$ cat src/hw/rtl/cfp_pkg.sv
// cfp_pkg: shared types, sync constants and the byte-wide CRC-16 step
// for the sync frame parser. No dependencies.
package cfp_pkg;

    localparam logic [7:0]  SYNC_B0  = 8'hD5;
    localparam logic [7:0]  SYNC_B1  = 8'hD5;
    localparam logic [7:0]  SYNC_B2  = 8'hAA;
    localparam logic [7:0]  SYNC_B3  = 8'h96;
    localparam logic [15:0] CRC_POLY = 16'h1021;
    localparam logic [15:0] MAX_LEN_RESET = 16'd1024;

    // One result transaction.
    typedef struct packed {
        logic        is_frame_end;
        logic [7:0]  payload_byte;
        logic [15:0] frame_command;
        logic [15:0] frame_length;
        logic        crc_match;
    } t_result;

    // CRC-16, MSB first, one byte folded in.
    function automatic logic [15:0] crc16_byte(input logic [15:0] crc, input logic [7:0] b);
        logic [15:0] r;
        r = crc ^ {b, 8'h00};
        for (int k = 0; k < 8; k++) begin
            if (r[15]) begin
                r = {r[14:0], 1'b0} ^ CRC_POLY;
            end else begin
                r = {r[14:0], 1'b0};
            end
        end
        return r;
    endfunction

endpackage

$ cat src/hw/rtl/cfp_apb_regs.sv
// cfp_apb_regs: APB register file holding the maximum payload length.
// Depends on cfp_pkg.
module cfp_apb_regs (
    input  logic        i_clk,
    input  logic        i_rst_n,
    input  logic        psel,
    input  logic        penable,
    input  logic        pwrite,
    input  logic [2:0]  paddr,
    input  logic [31:0] pwdata,
    output logic [31:0] prdata,
    output logic        pready,
    output logic [15:0] o_max_len
);

    logic [15:0] r_max_len;
    logic        w_sel_max;

    assign w_sel_max = (paddr[2] == 1'b0);
    assign pready    = 1'b1;
    assign prdata    = w_sel_max ? {16'h0000, r_max_len} : 32'h0000_0000;
    assign o_max_len = r_max_len;

    always_ff @(posedge i_clk) begin
        if (!i_rst_n) begin
            r_max_len <= cfp_pkg::MAX_LEN_RESET;
        end else if (psel && penable && pwrite && pready && w_sel_max) begin
            r_max_len <= pwdata[15:0];
        end
    end

endmodule

$ cat src/hw/rtl/cfp_parser.sv
// cfp_parser: sync hunt, header capture, running CRC and result build.
// Depends on cfp_pkg.
module cfp_parser (
    input  logic             i_clk,
    input  logic             i_rst_n,
    input  logic             i_accept,
    input  logic [7:0]       i_rx_byte,
    input  logic [15:0]      i_max_len,
    output logic             o_res_valid,
    output cfp_pkg::t_result o_res
);

    typedef enum logic [3:0] {
        PH_SYNC0  = 4'd0,
        PH_SYNC1  = 4'd1,
        PH_SYNC2  = 4'd2,
        PH_SYNC3  = 4'd3,
        PH_CMD_LO = 4'd4,
        PH_CMD_HI = 4'd5,
        PH_LEN_LO = 4'd6,
        PH_LEN_HI = 4'd7,
        PH_DATA   = 4'd8,
        PH_CRC_LO = 4'd9,
        PH_CRC_HI = 4'd10
    } t_phase;

    t_phase      r_phase,   n_phase;
    logic [15:0] r_cmd,     n_cmd;
    logic [15:0] r_len,     n_len;
    logic [15:0] r_count,   n_count;
    logic [15:0] r_crc,     n_crc;
    logic [7:0]  r_crc_lo,  n_crc_lo;
    logic [15:0] w_crc_step;
    logic [15:0] w_len_full;
    logic [15:0] w_count_inc;

    assign w_crc_step  = cfp_pkg::crc16_byte(r_crc, i_rx_byte);
    assign w_len_full  = {i_rx_byte, r_len[7:0]};
    assign w_count_inc = r_count + 16'd1;

    always_comb begin
        n_phase     = r_phase;
        n_cmd       = r_cmd;
        n_len       = r_len;
        n_count     = r_count;
        n_crc       = r_crc;
        n_crc_lo    = r_crc_lo;
        o_res_valid = 1'b0;
        o_res       = '0;
        case (r_phase)
            PH_SYNC1: begin
                n_phase = (i_rx_byte == cfp_pkg::SYNC_B1) ? PH_SYNC2 : PH_SYNC0;
            end
            PH_SYNC2: begin
                n_phase = (i_rx_byte == cfp_pkg::SYNC_B2) ? PH_SYNC3 : PH_SYNC0;
            end
            PH_SYNC3: begin
                if (i_rx_byte == cfp_pkg::SYNC_B3) begin
                    n_cmd    = '0;
                    n_len    = '0;
                    n_count  = '0;
                    n_crc    = '0;
                    n_crc_lo = '0;
                    n_phase  = PH_CMD_LO;
                end else begin
                    n_phase = PH_SYNC0;
                end
            end
            PH_CMD_LO: begin
                n_crc   = w_crc_step;
                n_cmd   = {8'h00, i_rx_byte};
                n_phase = PH_CMD_HI;
            end
            PH_CMD_HI: begin
                n_crc   = w_crc_step;
                n_cmd   = {i_rx_byte, r_cmd[7:0]};
                n_phase = PH_LEN_LO;
            end
            PH_LEN_LO: begin
                n_crc   = w_crc_step;
                n_len   = {8'h00, i_rx_byte};
                n_phase = PH_LEN_HI;
            end
            PH_LEN_HI: begin
                n_crc = w_crc_step;
                n_len = w_len_full;
                if (w_len_full > i_max_len) begin
                    n_phase = PH_SYNC0;
                end else if (w_len_full == 16'd0) begin
                    n_phase = PH_CRC_LO;
                end else begin
                    n_phase = PH_DATA;
                end
            end
            PH_DATA: begin
                n_crc   = w_crc_step;
                n_count = w_count_inc;
                if (w_count_inc == r_len) begin
                    n_phase = PH_CRC_LO;
                end
                o_res_valid        = i_accept;
                o_res.payload_byte = i_rx_byte;
            end
            PH_CRC_LO: begin
                n_crc_lo = i_rx_byte;
                n_phase  = PH_CRC_HI;
            end
            PH_CRC_HI: begin
                n_phase             = PH_SYNC0;
                o_res_valid         = i_accept;
                o_res.is_frame_end  = 1'b1;
                o_res.frame_command = r_cmd;
                o_res.frame_length  = r_len;
                o_res.crc_match     = ({i_rx_byte, r_crc_lo} == r_crc);
            end
            default: begin
                // first sync byte; unused codes behave the same
                n_phase = (i_rx_byte == cfp_pkg::SYNC_B0) ? PH_SYNC1 : PH_SYNC0;
            end
        endcase
    end

    always_ff @(posedge i_clk) begin
        if (!i_rst_n) begin
            r_phase  <= PH_SYNC0;
            r_cmd    <= '0;
            r_len    <= '0;
            r_count  <= '0;
            r_crc    <= '0;
            r_crc_lo <= '0;
        end else if (i_accept) begin
            r_phase  <= n_phase;
            r_cmd    <= n_cmd;
            r_len    <= n_len;
            r_count  <= n_count;
            r_crc    <= n_crc;
            r_crc_lo <= n_crc_lo;
        end
    end

    a_res_needs_accept: assert property (@(posedge i_clk) disable iff (!i_rst_n)
        o_res_valid |-> (i_accept && (r_phase == PH_DATA || r_phase == PH_CRC_HI)))
        else $error("result without an accepted byte in a data or crc phase");

    a_long_frame_dropped: assert property (@(posedge i_clk) disable iff (!i_rst_n)
        (i_accept && r_phase == PH_LEN_HI && w_len_full > i_max_len) |=> r_phase == PH_SYNC0)
        else $error("oversize frame not abandoned");

    a_count_bounded: assert property (@(posedge i_clk) disable iff (!i_rst_n)
        (r_phase == PH_DATA) |-> (r_count < r_len))
        else $error("payload count ran past the frame length");

endmodule

$ cat src/hw/rtl/cfp_out_reg.sv
// cfp_out_reg: result output register; decouples the parser from a
// stalled consumer. Depends on cfp_pkg.
module cfp_out_reg (
    input  logic             i_clk,
    input  logic             i_rst_n,
    input  logic             i_load,
    input  cfp_pkg::t_result i_res,
    output logic             o_can_load,
    output logic             o_valid,
    input  logic             i_ready,
    output cfp_pkg::t_result o_res
);

    logic             r_valid;
    cfp_pkg::t_result r_res;

    assign o_can_load = !r_valid || i_ready;
    assign o_valid    = r_valid;
    assign o_res      = r_res;

    always_ff @(posedge i_clk) begin
        if (!i_rst_n) begin
            r_valid <= 1'b0;
        end else if (i_load) begin
            r_valid <= 1'b1;
        end else if (i_ready) begin
            r_valid <= 1'b0;
        end
    end

    always_ff @(posedge i_clk) begin
        if (i_load) begin
            r_res <= i_res;
        end
    end

    a_no_overwrite: assert property (@(posedge i_clk) disable iff (!i_rst_n)
        i_load |-> o_can_load)
        else $error("pending result overwritten");

endmodule

$ cat src/hw/rtl/crc16_sync_frame_parser.sv
// crc16_sync_frame_parser: top level; APB register, parser core and
// output register. Depends on cfp_pkg, cfp_apb_regs, cfp_parser, cfp_out_reg.
//
// Byte-stream frame parser. Each input transaction carries one received byte.
// The block hunts for the sync word D5 D5 AA 96 (a wrong byte at any sync
// step restarts the hunt and is not itself rechecked as a first sync byte),
// then reads a little-endian 16-bit command, a little-endian 16-bit length,
// the payload and a little-endian CRC-16 (poly 0x1021, init 0, MSB first,
// no final xor) covering command, length and payload. Every payload byte
// leaves as its own output transaction with o_is_frame_end low as soon as it
// arrives, so a consumer must drop the frame's bytes if the final check
// fails. The last CRC byte produces one frame-end transaction carrying the
// command, the length and o_crc_match. A length above max_payload_len
// (APB offset 0x0, bits 15:0, reset 1024) drops the frame with no output.
// Throughput is one byte per clock when not stalled: the phase update and the
// single-byte CRC step sit between the parser state registers and the output
// register. A result is output in the cycle after its byte is accepted; the
// input is held off only while the output register is full and the consumer
// is not taking it. Write the register only while the stream is idle.
module crc16_sync_frame_parser (
    input  logic        i_clk,
    input  logic        i_rst_n,
    // byte input
    input  logic        i_in_valid,
    output logic        o_in_ready,
    input  logic [7:0]  i_rx_byte,
    // result output
    output logic        o_out_valid,
    input  logic        i_out_ready,
    output logic        o_is_frame_end,
    output logic [7:0]  o_payload_byte,
    output logic [15:0] o_frame_command,
    output logic [15:0] o_frame_length,
    output logic        o_crc_match,
    // configuration
    input  logic        psel,
    input  logic        penable,
    input  logic        pwrite,
    input  logic [2:0]  paddr,
    input  logic [31:0] pwdata,
    output logic [31:0] prdata,
    output logic        pready
);

    logic             w_accept;
    logic             w_can_load;
    logic             w_res_valid;
    logic [15:0]      w_max_len;
    cfp_pkg::t_result w_res;
    cfp_pkg::t_result w_out_res;

    // A byte is taken whenever the output register has room (or is
    // draining this cycle); bytes that make no result are taken the same way.
    assign o_in_ready = w_can_load;
    assign w_accept   = i_in_valid && o_in_ready;

    cfp_apb_regs u_regs (
        .i_clk     (i_clk),
        .i_rst_n   (i_rst_n),
        .psel      (psel),
        .penable   (penable),
        .pwrite    (pwrite),
        .paddr     (paddr),
        .pwdata    (pwdata),
        .prdata    (prdata),
        .pready    (pready),
        .o_max_len (w_max_len)
    );

    cfp_parser u_parser (
        .i_clk       (i_clk),
        .i_rst_n     (i_rst_n),
        .i_accept    (w_accept),
        .i_rx_byte   (i_rx_byte),
        .i_max_len   (w_max_len),
        .o_res_valid (w_res_valid),
        .o_res       (w_res)
    );

    cfp_out_reg u_out (
        .i_clk      (i_clk),
        .i_rst_n    (i_rst_n),
        .i_load     (w_res_valid),
        .i_res      (w_res),
        .o_can_load (w_can_load),
        .o_valid    (o_out_valid),
        .i_ready    (i_out_ready),
        .o_res      (w_out_res)
    );

    assign o_is_frame_end  = w_out_res.is_frame_end;
    assign o_payload_byte  = w_out_res.payload_byte;
    assign o_frame_command = w_out_res.frame_command;
    assign o_frame_length  = w_out_res.frame_length;
    assign o_crc_match     = w_out_res.crc_match;

endmodule
$ cat config.mk
export PLATFORM = sky130hd
export DESIGN_NAME = crc16_sync_frame_parser
export DESIGN_NICKNAME = d
export VERILOG_FILES = /design/src/hw/rtl/cfp_pkg.sv /design/src/hw/rtl/cfp_apb_regs.sv /design/src/hw/rtl/cfp_parser.sv /design/src/hw/rtl/cfp_out_reg.sv /design/src/hw/rtl/crc16_sync_frame_parser.sv
export SDC_FILE = /design/constraint.sdc
export NUM_CORES = 1
export LEC_CHECK = 0
export BUFFER_PORTS_ARGS = -buffer_cell sky130_fd_sc_hd__buf_4
export CAP_MARGIN = 25
export CORE_MARGIN = 2
export CORE_UTILIZATION = 52
export CTS_BUF_LIST = sky130_fd_sc_hd__clkbuf_8
export DETAILED_ROUTE_END_ITERATION = 6
export MAX_ROUTING_LAYER = met4
export PLACE_DENSITY = 0.75
export SYNTH_ARGS = -nofsm -noshare
export SYNTH_HDL_FRONTEND = slang
export SYNTH_SLANG_ARGS = --single-unit
$ cat constraint.sdc
create_clock -name i_clk -period 3.4 [get_ports i_clk]
set_input_delay 0 -clock i_clk [delete_from_list [all_inputs] [get_ports i_clk]]
set_output_delay 0 -clock i_clk [all_outputs]
set_load 0.1 [all_outputs]
Yosys cells after proc, flatten, opt, wreduce, memory -nomap -nowiden
Cells that the tools add are included.
- flip-flop bits (word level): 135
- input port bits: 50
- output and inout port bits: 77
- logic and storage cells: 99
- add/subtract/negate cells: 1
- magnitude comparators: 1
- eq/ne operators: 17
- multiplexer cells: 28
- bitwise logic cells: 12
- reduce and logical (&&, ||, !) cells: 25
- operators by type and width (operator ; count):
    $mux W13 ; 8
    $pmux W16 S3 ; 2
    $pmux W16 S2 ; 2
    $pmux W4 S10 ; 1
    $eq A16 B16 Y1 ; 2
    $mux W16 ; 2
    $eq A8 B8 Y1 const B ; 3
    $not A3 Y3 ; 8
    $add A16 B1 Y16 const B ; 1
    $eq A4 B3 Y1 const B ; 4
    $gt A16 B16 Y1 ; 1
    $logic_not A16 Y1 ; 1
    $pmux W8 S2 ; 1
    $xor A16 B16 Y16 ; 1
    $reduce_and A3 Y1 ; 5
    $eq A4 B4 Y1 const B ; 3
    $reduce_bool A2 Y1 ; 6
    $eq A4 B2 Y1 const B ; 2
    $mux W4 ; 2
    $mux W8 ; 1
    $reduce_and A4 Y1 ; 2
    $mux W1 ; 6
    $reduce_bool A3 Y1 ; 2
    $reduce_or A5 Y1 ; 1
    other kinds (10) ; 17

Longest topological paths before layout
Gate-level depths: netlist of run 1.
- depth in word-level cells: 18
- mapped depth: 9

Modules after synthesis
A second synthesis of run 1 with hierarchy kept.
- cells, all modules: 809
- area total of the unflattened synthesis: 7216.9 µm²
- modules (own cells, without submodules) (module ; instances ; cells an instance ; area an instance (µm²)):
    cfp_parser ; 1 ; 656 ; 4988.5
    cfp_out_reg ; 1 ; 46 ; 1310.0
    cfp_apb_regs ; 1 ; 106 ; 912.1
    crc16_sync_frame_parser ; 1 ; 1 ; 6.3

Least setup slack after synthesis of run 1
No wires, ideal clock.
- path kind: register -> register
- start point: register u_out.r_valid, in the netlist u_out.o_valid
- end point: register u_parser.r_count[11]
- setup time: 128 ps
- data arrival time: 3114 ps
- path slack: 159 ps
- stages on the path, launching flop included: 9
- cells stage by stage: dfxtp_1 nand2b_1 and2_1 clkbuf_1 nand2_1 clkbuf_1 nor3_1 o21ai_0 a31oi_1
- word-level cells in the longest chain between the ends: 4
- ends and longest elaborated chain (what ; RTL line ; text):
    start: declaration ; cfp_out_reg.sv:14 ; logic r_valid;
    start signal: assignment ; cfp_out_reg.sv:23 ; r_valid <= 1'b0;
    start signal: assignment ; cfp_out_reg.sv:25 ; r_valid <= 1'b1;
    start signal: assignment ; cfp_out_reg.sv:27 ; r_valid <= 1'b0;
    $logic_not A1 Y1 ; cfp_out_reg.sv:17 ; assign o_can_load = !r_valid || i_ready;
    $logic_or A1 B1 Y1 ; cfp_out_reg.sv:17 ;
    via o_in_ready ; crc16_sync_frame_parser.sv:25 ; output logic o_in_ready,
    $logic_and A1 B1 Y1 ; crc16_sync_frame_parser.sv:55 ; assign w_accept = i_in_valid && o_in_ready;
    $reduce_and A3 Y1 (no source line) ; -- ;
    end signal: assignment ; cfp_parser.sv:135 ; r_count <= n_count;
    end: declaration ; cfp_parser.sv:30 ; logic [15:0] r_count, n_count;
The timed path passes the listed nets, and every way through them passes these cells.
A chain may end at the register's enable or synchronous reset.

Final worst setup path of run 1
- start point: register u_parser.r_phase[3]
- end point: register u_parser.r_count[2]
- word-level cells in the longest chain between the ends: 3
- ends and longest elaborated chain (what ; RTL line ; text):
    start: declaration ; cfp_parser.sv:27 ; t_phase r_phase, n_phase;
    start signal: assignment ; cfp_parser.sv:132 ; r_phase <= n_phase;
    $eq A4 B2 Y1 / $eq A4 B4 Y1 (equally long branches) ; cfp_parser.sv:50 ; case (r_phase)
    $ne A2 B1 Y1 (no source line) / $reduce_bool A2 Y1 (equally long branches) ; -- ;
    $reduce_and A3 Y1 (no source line) ; -- ;
Several ways; a longest one is shown, not always the timed one.

==> results by group, run 1 <==
Floorplan
  • Die width: between 100 and 150 um
  • Starting Density: 53.5%
  • IO Count: 127
  • Row count: 42
  • Die Y: about 120 um
  • Die area: around 0.015 mm2
  • Core Footprint: between 0.01 and 0.015 mm2

Layout
  • Layout Cells excl Fill: approximately 1100
  • Nets: between 900 and 1000
  • Ratio of cells with drive above 1 in the final layout: between 15 and 20%
  • Area growth syn-to-layout: 19.5%
  • Leading cell types in the layout, fill and taps excluded: buf_4 (98), dfxtp_1 (93), nand2_1 (92)
  • N_diodes: 0
  • Most common cell after layout, fill and taps aside: buf_4
  • Post-Route Utilization: roughly 64%
  • Final instance area: ~0.0085 mm2
  • Layout fillers: around 1100

GRT
  • Number of global-route vias before repair: 5606
  • Initial antenna violation count: 0
  • First-pass GRT wire length: about 27 mm
  • GR Overflow Total: 0
  • Pin count of the biggest net entering global routing: between 90 and 100
  • Total track usage: 24.5%

Detailed routing
  • Routed WL per cell: about 16 um
  • Via count: a little under 6000
  • DRC viols: 0
  • Routed WL: between 15 and 20 mm
  • Vias/cell: about 5.5
  • First drt pass iteration count: 5
  • Antenna Nets Post-Route: 0
  • Initial DRC count: between 400 and 500

Clock network
  • Clk Latency, worst-skew pair: ~0.46 ns
  • Clock Tree Root: clkbuf_8
  • CTS Sinks: around 140
  • Clock Pin Slew Worst Setup and Hold Paths: about 0.070 ns
  • # resized after CTS: 0
  • H-tree lvl count: 4
  • CTS tree: done
  • Clock Path Buffers: 2
  • CTS Buf Count: 17

Place
  • Dpl ws: between 0.9 and 1 ns
  • Port bufs: just over 90
  • HPWL after DPL: around 11 mm
  • Dpl cell area: 0.00779 mm2
  • Routability Congestion: 0.921
  • Placed Cells: between 1000 and 1500

Synth
  • Yosys warns: 0
  • Ys flop type: dfxtp_1
  • EDFF count, synth: 42
  • #FFs+latches synth: roughly 140
  • Register area share after synthesis: 43.7%
  • Synth Instances: 798
  • Synth cell types: 61
  • Async SR Flop Fraction: 0%
  • Syn avg cell area: about 9.0 um2
  • Post-synthesis cell area: ~0.0071 mm2

Setup path
  • Delay-heaviest family, CP: simple AND/OR/NAND/NOR gates
  • Slowest-stage cell, CP: or3_1
  • Crit-path max cell delay: around 0.61 ns
  • Critical-path cell list: nor4_4, or3b_1, or3_1, and2_4, o21ai_0, a21boi_0
  • CP required: 3.73 ns
  • Worst path buffer plus inverter count: 0
  • Crit start category: flop
  • Critical Path Fanout Max: 16
  • Critical path arrival: about 2.9 ns
  • Element type at the critical path end: flop
  • CP Class: reg2reg

Pwr
  • Leak: 3.43 nW
  • Max VDD drop: roughly 270 uV
  • PwrDens: ~420 mW/mm2
  • Pwr Total: 3.56 mW

STA
  • Final hold slack: roughly 0.15 ns
  • Period Utilization, post-route: between 70% and 80%
  • Crit path time final: 2.51 ns
  • Setup ws final: slightly below 0.9 ns
  • Setup Skew: approximately 0.012 ns
  • Worst-margin pin slew: 0.976 ns
  • Final setup vio count: 0
  • Setup TNS: 0 ns
  • Final Slew Violations: 0
  • F_max: 0.398 GHz
  • Fin. Hold Viols: 0
  • Slew margin rel.: a little over a third
  • RSZ-0062 raised after global routing: false

Run status
  • Status: completed

Hold path
  • Worst hold path type: in2reg

Job
  • Max Cap Viol: 0
-- path summary, 6_finish.rpt --
kind / from / end / slack, ns / depth (start not counted)
min: i_rst_n / u_parser.r_count[8] / 0.15 / 2
min reg2reg: u_regs.o_max_len[3] / u_regs.o_max_len[3] / 0.47 / 2
max reg2reg: u_parser.r_phase[3] / u_parser.r_count[2] / 0.89 / 6
max: u_parser.r_phase[3] / u_parser.r_count[2] / 0.89 / 6
-- kinds of logic (layout without fill, tap and decap cells) --
kind of cell	count (synthesis)	after routing	share of synthesized area [%]
mux	1	1	0.140
xor+xnor	53	53	6.50
compound gates	154	154	15.1
other cells	2	17	0.105
flops	135	135	43.7
buf+inv	106	188	7.18
simple gates	330	330	24.3
fa+ha+maj	17	17	2.98
-- cells in the mapped netlist, types with 3 or more instances --
cell | number | area share (%)
o211ai_1 | 4 | 0.42
buf_2 | 5 | 0.35
nor4_1 | 11 | 0.96
a211oi_1 | 4 | 0.42
nor3_1 | 8 | 0.56
buf_6 | 4 | 0.63
and3_1 | 54 | 4.7
and4_1 | 3 | 0.37
nor2b_1 | 5 | 0.44
xor2_1 | 23 | 2.8
a21boi_1 | 7 | 0.74
a21o_1 | 3 | 0.32
nand3_1 | 53 | 3.7
a21oi_1 | 18 | 1.3
edfxtp_1 | 42 | 18
buf_1 | 4 | 0.21
or3_1 | 5 | 0.44
ha_1 | 17 | 3.0
buf_4 | 18 | 1.9
o21a_1 | 18 | 1.9
nand2b_1 | 3 | 0.26
a21boi_0 | 61 | 6.4
nor3b_1 | 4 | 0.42
xnor2_1 | 30 | 3.7
nand2_1 | 92 | 4.8
nor2_1 | 40 | 2.1
o21ai_1 | 7 | 0.49
o21ai_0 | 14 | 0.98
dfxtp_1 | 93 | 26
clkbuf_1 | 43 | 2.3
a31oi_1 | 5 | 0.44
and2_1 | 18 | 1.6
nand4_1 | 14 | 1.2
inv_1 | 31 | 1.6
nand3b_1 | 5 | 0.53
-- registers in the layout (all words and copies together) (netlist names) --
register	flops
u_out.o_res	42
u_parser.r_cmd	16
u_parser.r_count	16
u_parser.r_crc	16
u_parser.r_len	16
u_regs.o_max_len	16
u_parser.r_crc_lo	8
u_parser.r_phase	4
u_out.o_valid	1
-- per-layer routing --
layer	share of wire [%]	vias up	track usage (%)
li1	-	2923	-
met1	46	2766	30.6
met2	47	196	39.1
met3	5.1	29	4.93
met4	2.1	0	9.91
met5	0	-	-
-- area by class of cell --
| type | count | area (um2) | area share [%] |
|---|---|---|---|
| multi-input cells | 572 | 3570 | 41.8 |
| flip-flops and latches | 135 | 3120 | 36.6 |
| repair buffers | 125 | 1020 | 11.9 |
| clock inverters | 15 | 258 | 3.02 |
| clock buffers | 17 | 234 | 2.74 |
| well taps | 176 | 220 | 2.58 |
| inverters | 31 | 116 | 1.36 |
-- worst reg2reg max path, cell delays in order, from the launching register on --
cell and delay (ns):
dfxtp_1 0.47, nor4_4 0.35, or3b_1 0.39, or3_1 0.61
and2_4 0.32, o21ai_0 0.16, a21boi_0 0.10
-- power breakdown --
group	leakage [nW]	switching (mW)	internal (mW)	total, mW
Sequential	1.22	0.00488	1.65	1.66
Clock	0.248	0.610	1.01	1.62
Combinational	1.97	0.197	0.0876	0.284
Total	3.43	0.811	2.75	3.56
-- what timing repair did --
action | in CTS | in global routing
hold buffers | 26 | 0
hold endpoints to repair | 48 | 0
setup buffers | 0 | 0
Power figures use the tool's default switching activity.
==> run 2, diff against run 1 <==
--- a/config.mk
+++ b/config.mk
@@ -5,6 +5,7 @@
 export SDC_FILE = /design/constraint.sdc
 export NUM_CORES = 1
 export LEC_CHECK = 0
+export ABC_AREA = 1
 export BUFFER_PORTS_ARGS = -buffer_cell sky130_fd_sc_hd__buf_4
 export CAP_MARGIN = 25
 export CORE_MARGIN = 2
@@ -12,7 +13,7 @@
 export CTS_BUF_LIST = sky130_fd_sc_hd__clkbuf_8
 export DETAILED_ROUTE_END_ITERATION = 6
 export MAX_ROUTING_LAYER = met4
-export PLACE_DENSITY = 0.75
+export PLACE_DENSITY = 0.78
 export SYNTH_ARGS = -nofsm -noshare
 export SYNTH_HDL_FRONTEND = slang
 export SYNTH_SLANG_ARGS = --single-unit
==> constraint.sdc (replaced) <==
create_clock -name i_clk -period 2.3 [get_ports i_clk]
set_input_delay 0 -clock i_clk [delete_from_list [all_inputs] [get_ports i_clk]]
set_output_delay 0 -clock i_clk [all_outputs]
set_load 0.1 [all_outputs]
==> run 2 against run 1 <==
Critical path depth is 9 higher; sequential share of layout area shrank 0.83 points; synthesized cell count up 13%; core utilization rose by 1.8 points; power is 58% higher; critical endpoint is now u_parser.r_phase[2]; largest power group unchanged.
==> results by group, run 2 <==
Layout
  • Post-Route Utilization: between 60 and 70%
  • Max FFs per register: 42
  • Ratio of cells with drive above 1 in the final layout: 21.3%
  • N_diodes: 0
  • Most common cell after layout, fill and taps aside: nand2_1
  • Leading cell types in the layout, fill and taps excluded: nand2_1 (188), nor2_1 (109), buf_4 (106)
  • Area growth syn-to-layout: 23.4%
  • Layout fillers: between 1000 and 1500
  • Nets: about 1100

Synth
  • Synth top area cells: dfxtp_1 (26%), edfxtp_1 (18%), nand2_1 (10%)
  • Post-synthesis cell area: around 0.0071 mm2
  • Most common library cells after synthesis: nand2_1 (190), nor2_1 (109), inv_1 (100)
  • Synth cell types: between 40 and 50
  • Register area share after synthesis: ~44%
  • Yosys warns: 0
  • Async SR Flop Fraction: 0%
  • Most common cell in the netlist: nand2_1
  • EDFF count, synth: 42
  • Ys flop type: dfxtp_1
  • Leading area contributor after synthesis: dfxtp_1
  • #FFs+latches synth: around 140
  • Syn avg cell area: 7.87 um2
  • Synth Instances: 901
  • Yosys top cell area share: 26.3%

Floorplan
  • Die area: approximately 0.015 mm2
  • Starting Density: a little over half
  • Die Y: roughly 120 um
  • Row count: 42
  • IO Count: approximately 130
  • Core Footprint: 0.0133 mm2
  • Die width: ~120 um

Setup path
  • Critical path arrival: 2.45 ns
  • CP Class: reg2reg
  • Worst reg2reg setup slack: between 0.2 and 0.25 ns
  • Element type at the critical path end: flop
  • CP required: roughly 2.7 ns
  • Crit start category: flop
  • Critical Path Fanout Max: 8

STA
  • Worst-margin pin slew: between 0.7 and 0.8 ns
  • Crit path time final: 2.09 ns
  • Final setup vio count: 0
  • Fin. Hold Viols: 0
  • Final Slew Violations: 0
  • Setup Skew: 0.0148 ns
  • F_max: between 0.4 and 0.5 GHz
  • Final hold slack: 0.160 ns
  • RSZ-0062 raised after global routing: false
  • Slew margin rel.: approximately 47%
  • Period Utilization, post-route: about 90%
  • Setup ws final: ~0.21 ns
  • Setup TNS: 0 ns

GRT
  • GR Overflow Total: 0
  • Initial antenna violation count: 0
  • Number of global-route vias before repair: 5808
  • Met3 Resource Use GR: under 10%
  • Pin count of the biggest net entering global routing: 73
  • Met1 GRT Util: about a third
  • M2 GR Usage: between 40% and 50%
  • First-pass GRT wire length: approximately 29 mm
  • Busiest grt layer: met2
  • Total track usage: about a quarter

Clock network
  • Clock Path Buffers: 2
  • CTS Buf Count: 17
  • CTS tree: done
  • H-tree lvl count: 4
  • Clock Tree Root: clkbuf_8
  • Clk Latency, worst-skew pair: ~0.47 ns
  • Clock Pin Slew Worst Setup and Hold Paths: ~0.09 ns
  • CTS Sinks: between 100 and 150

Detailed routing
  • Via count: around 6400
  • Vias/cell: about 5.2
  • DRC viols: 0
  • Routed WL per cell: 15.0 um
  • First drt pass iteration count: 7
  • Antenna Nets Post-Route: 0
  • Initial DRC count: slightly below 500
  • Routed WL: approximately 18 mm

Place
  • HPWL after DPL: between 10 and 15 mm
  • Routability Congestion: 0.944
  • Port bufs: roughly 90
  • Dpl ws: between 0.2 and 0.25 ns

Pwr
  • Leak: 3.45 nW
  • Max VDD drop: between 700 and 800 uV
  • PwrDens: around 650 mW/mm2
  • Pwr Total: roughly 5.6 mW

Job
  • Max Cap Viol: 0

Hold path
  • Worst hold path type: in2reg

Run status
  • Status: completed
==> run 2: final timing paths <==
kind	from	endpoint	depth (start not counted)
max reg2reg	u_parser.r_count[1]	u_parser.r_phase[2]	15
min	i_in_valid	u_parser.r_phase[1]	5
max	u_parser.r_count[1]	u_parser.r_phase[2]	15
min reg2reg	u_parser.r_cmd[7]	u_parser.r_cmd[7]	2
==> run 2: worst max-delay path, stage by stage, from the launching register on <==
cell,delay [ns]
dfxtp_1,0.38
ha_2,0.21
nand3_1,0.14
nor2_4,0.22
buf_4,0.15
nand3_1,0.06
nand2_1,0.07
nand3_1,0.07
nand2_1,0.06
nand3_1,0.06
nor2_1,0.10
nand3_1,0.14
nand2_4,0.14
nand3_1,0.08
nand2_1,0.07
nor2_1,0.04
==> run 2: report_power, final <==
part           internal [mW]  switching [mW]  leakage, nW
Combinational          0.317           0.774         2.10
Clock                  0.969            1.01        0.204
Sequential              2.53          0.0518         1.15
==> run 2: what timing repair did <==
action	in CTS	in global routing
setup endpoints to repair	0	4
buffers inserted	0	2
resized for setup	0	2
endpoints found under the hold margin	61	0
hold buffers	43	0
==> run 2: stage by stage <==
| stage | instance area [um2] | instances |
|---|---|---|
| 3_3_place_gp | 7900 | 1150 |
| 6_report | 8750 | 1227 |
| 2_1_floorplan | 7180 | 916 |
| 3_5_place_dp | 7900 | 1150 |
| 4_1_cts | 8720 | 1225 |
| 5_1_grt | 8750 | 1227 |
==> run 2: area by class of cell <==
type                       count  area [um2]  area share (%)
tap                          176         220            2.52
clock inverter                15         155            1.77
sequential                   135        3130            35.8
clock buffer                  17         234            2.68
multi-input combinational    618        3300            37.8
inverter                     115         439            5.02
timing repair buffer         151        1270            14.5
==> run 2: routing by layer <==
metal	routed length [um]	vias to the layer above
met1	7740	2957
li1	-	3160
met4	467	0
met3	1120	41
met5	0	-
met2	9090	204
==> run 2: cells by family (layout without fill, tap and decap cells) <==
logic type / count (synthesis) / in the layout / synth area share (%)
compound gates: 160 / 160 / 14.1
xor+xnor: 20 / 20 / 2.47
fa+ha+maj: 17 / 17 / 3.00
buf+inv: 163 / 298 / 10.7
flops: 135 / 135 / 44.1
other cells: 2 / 17 / 0.106
simple gates: 404 / 404 / 25.6
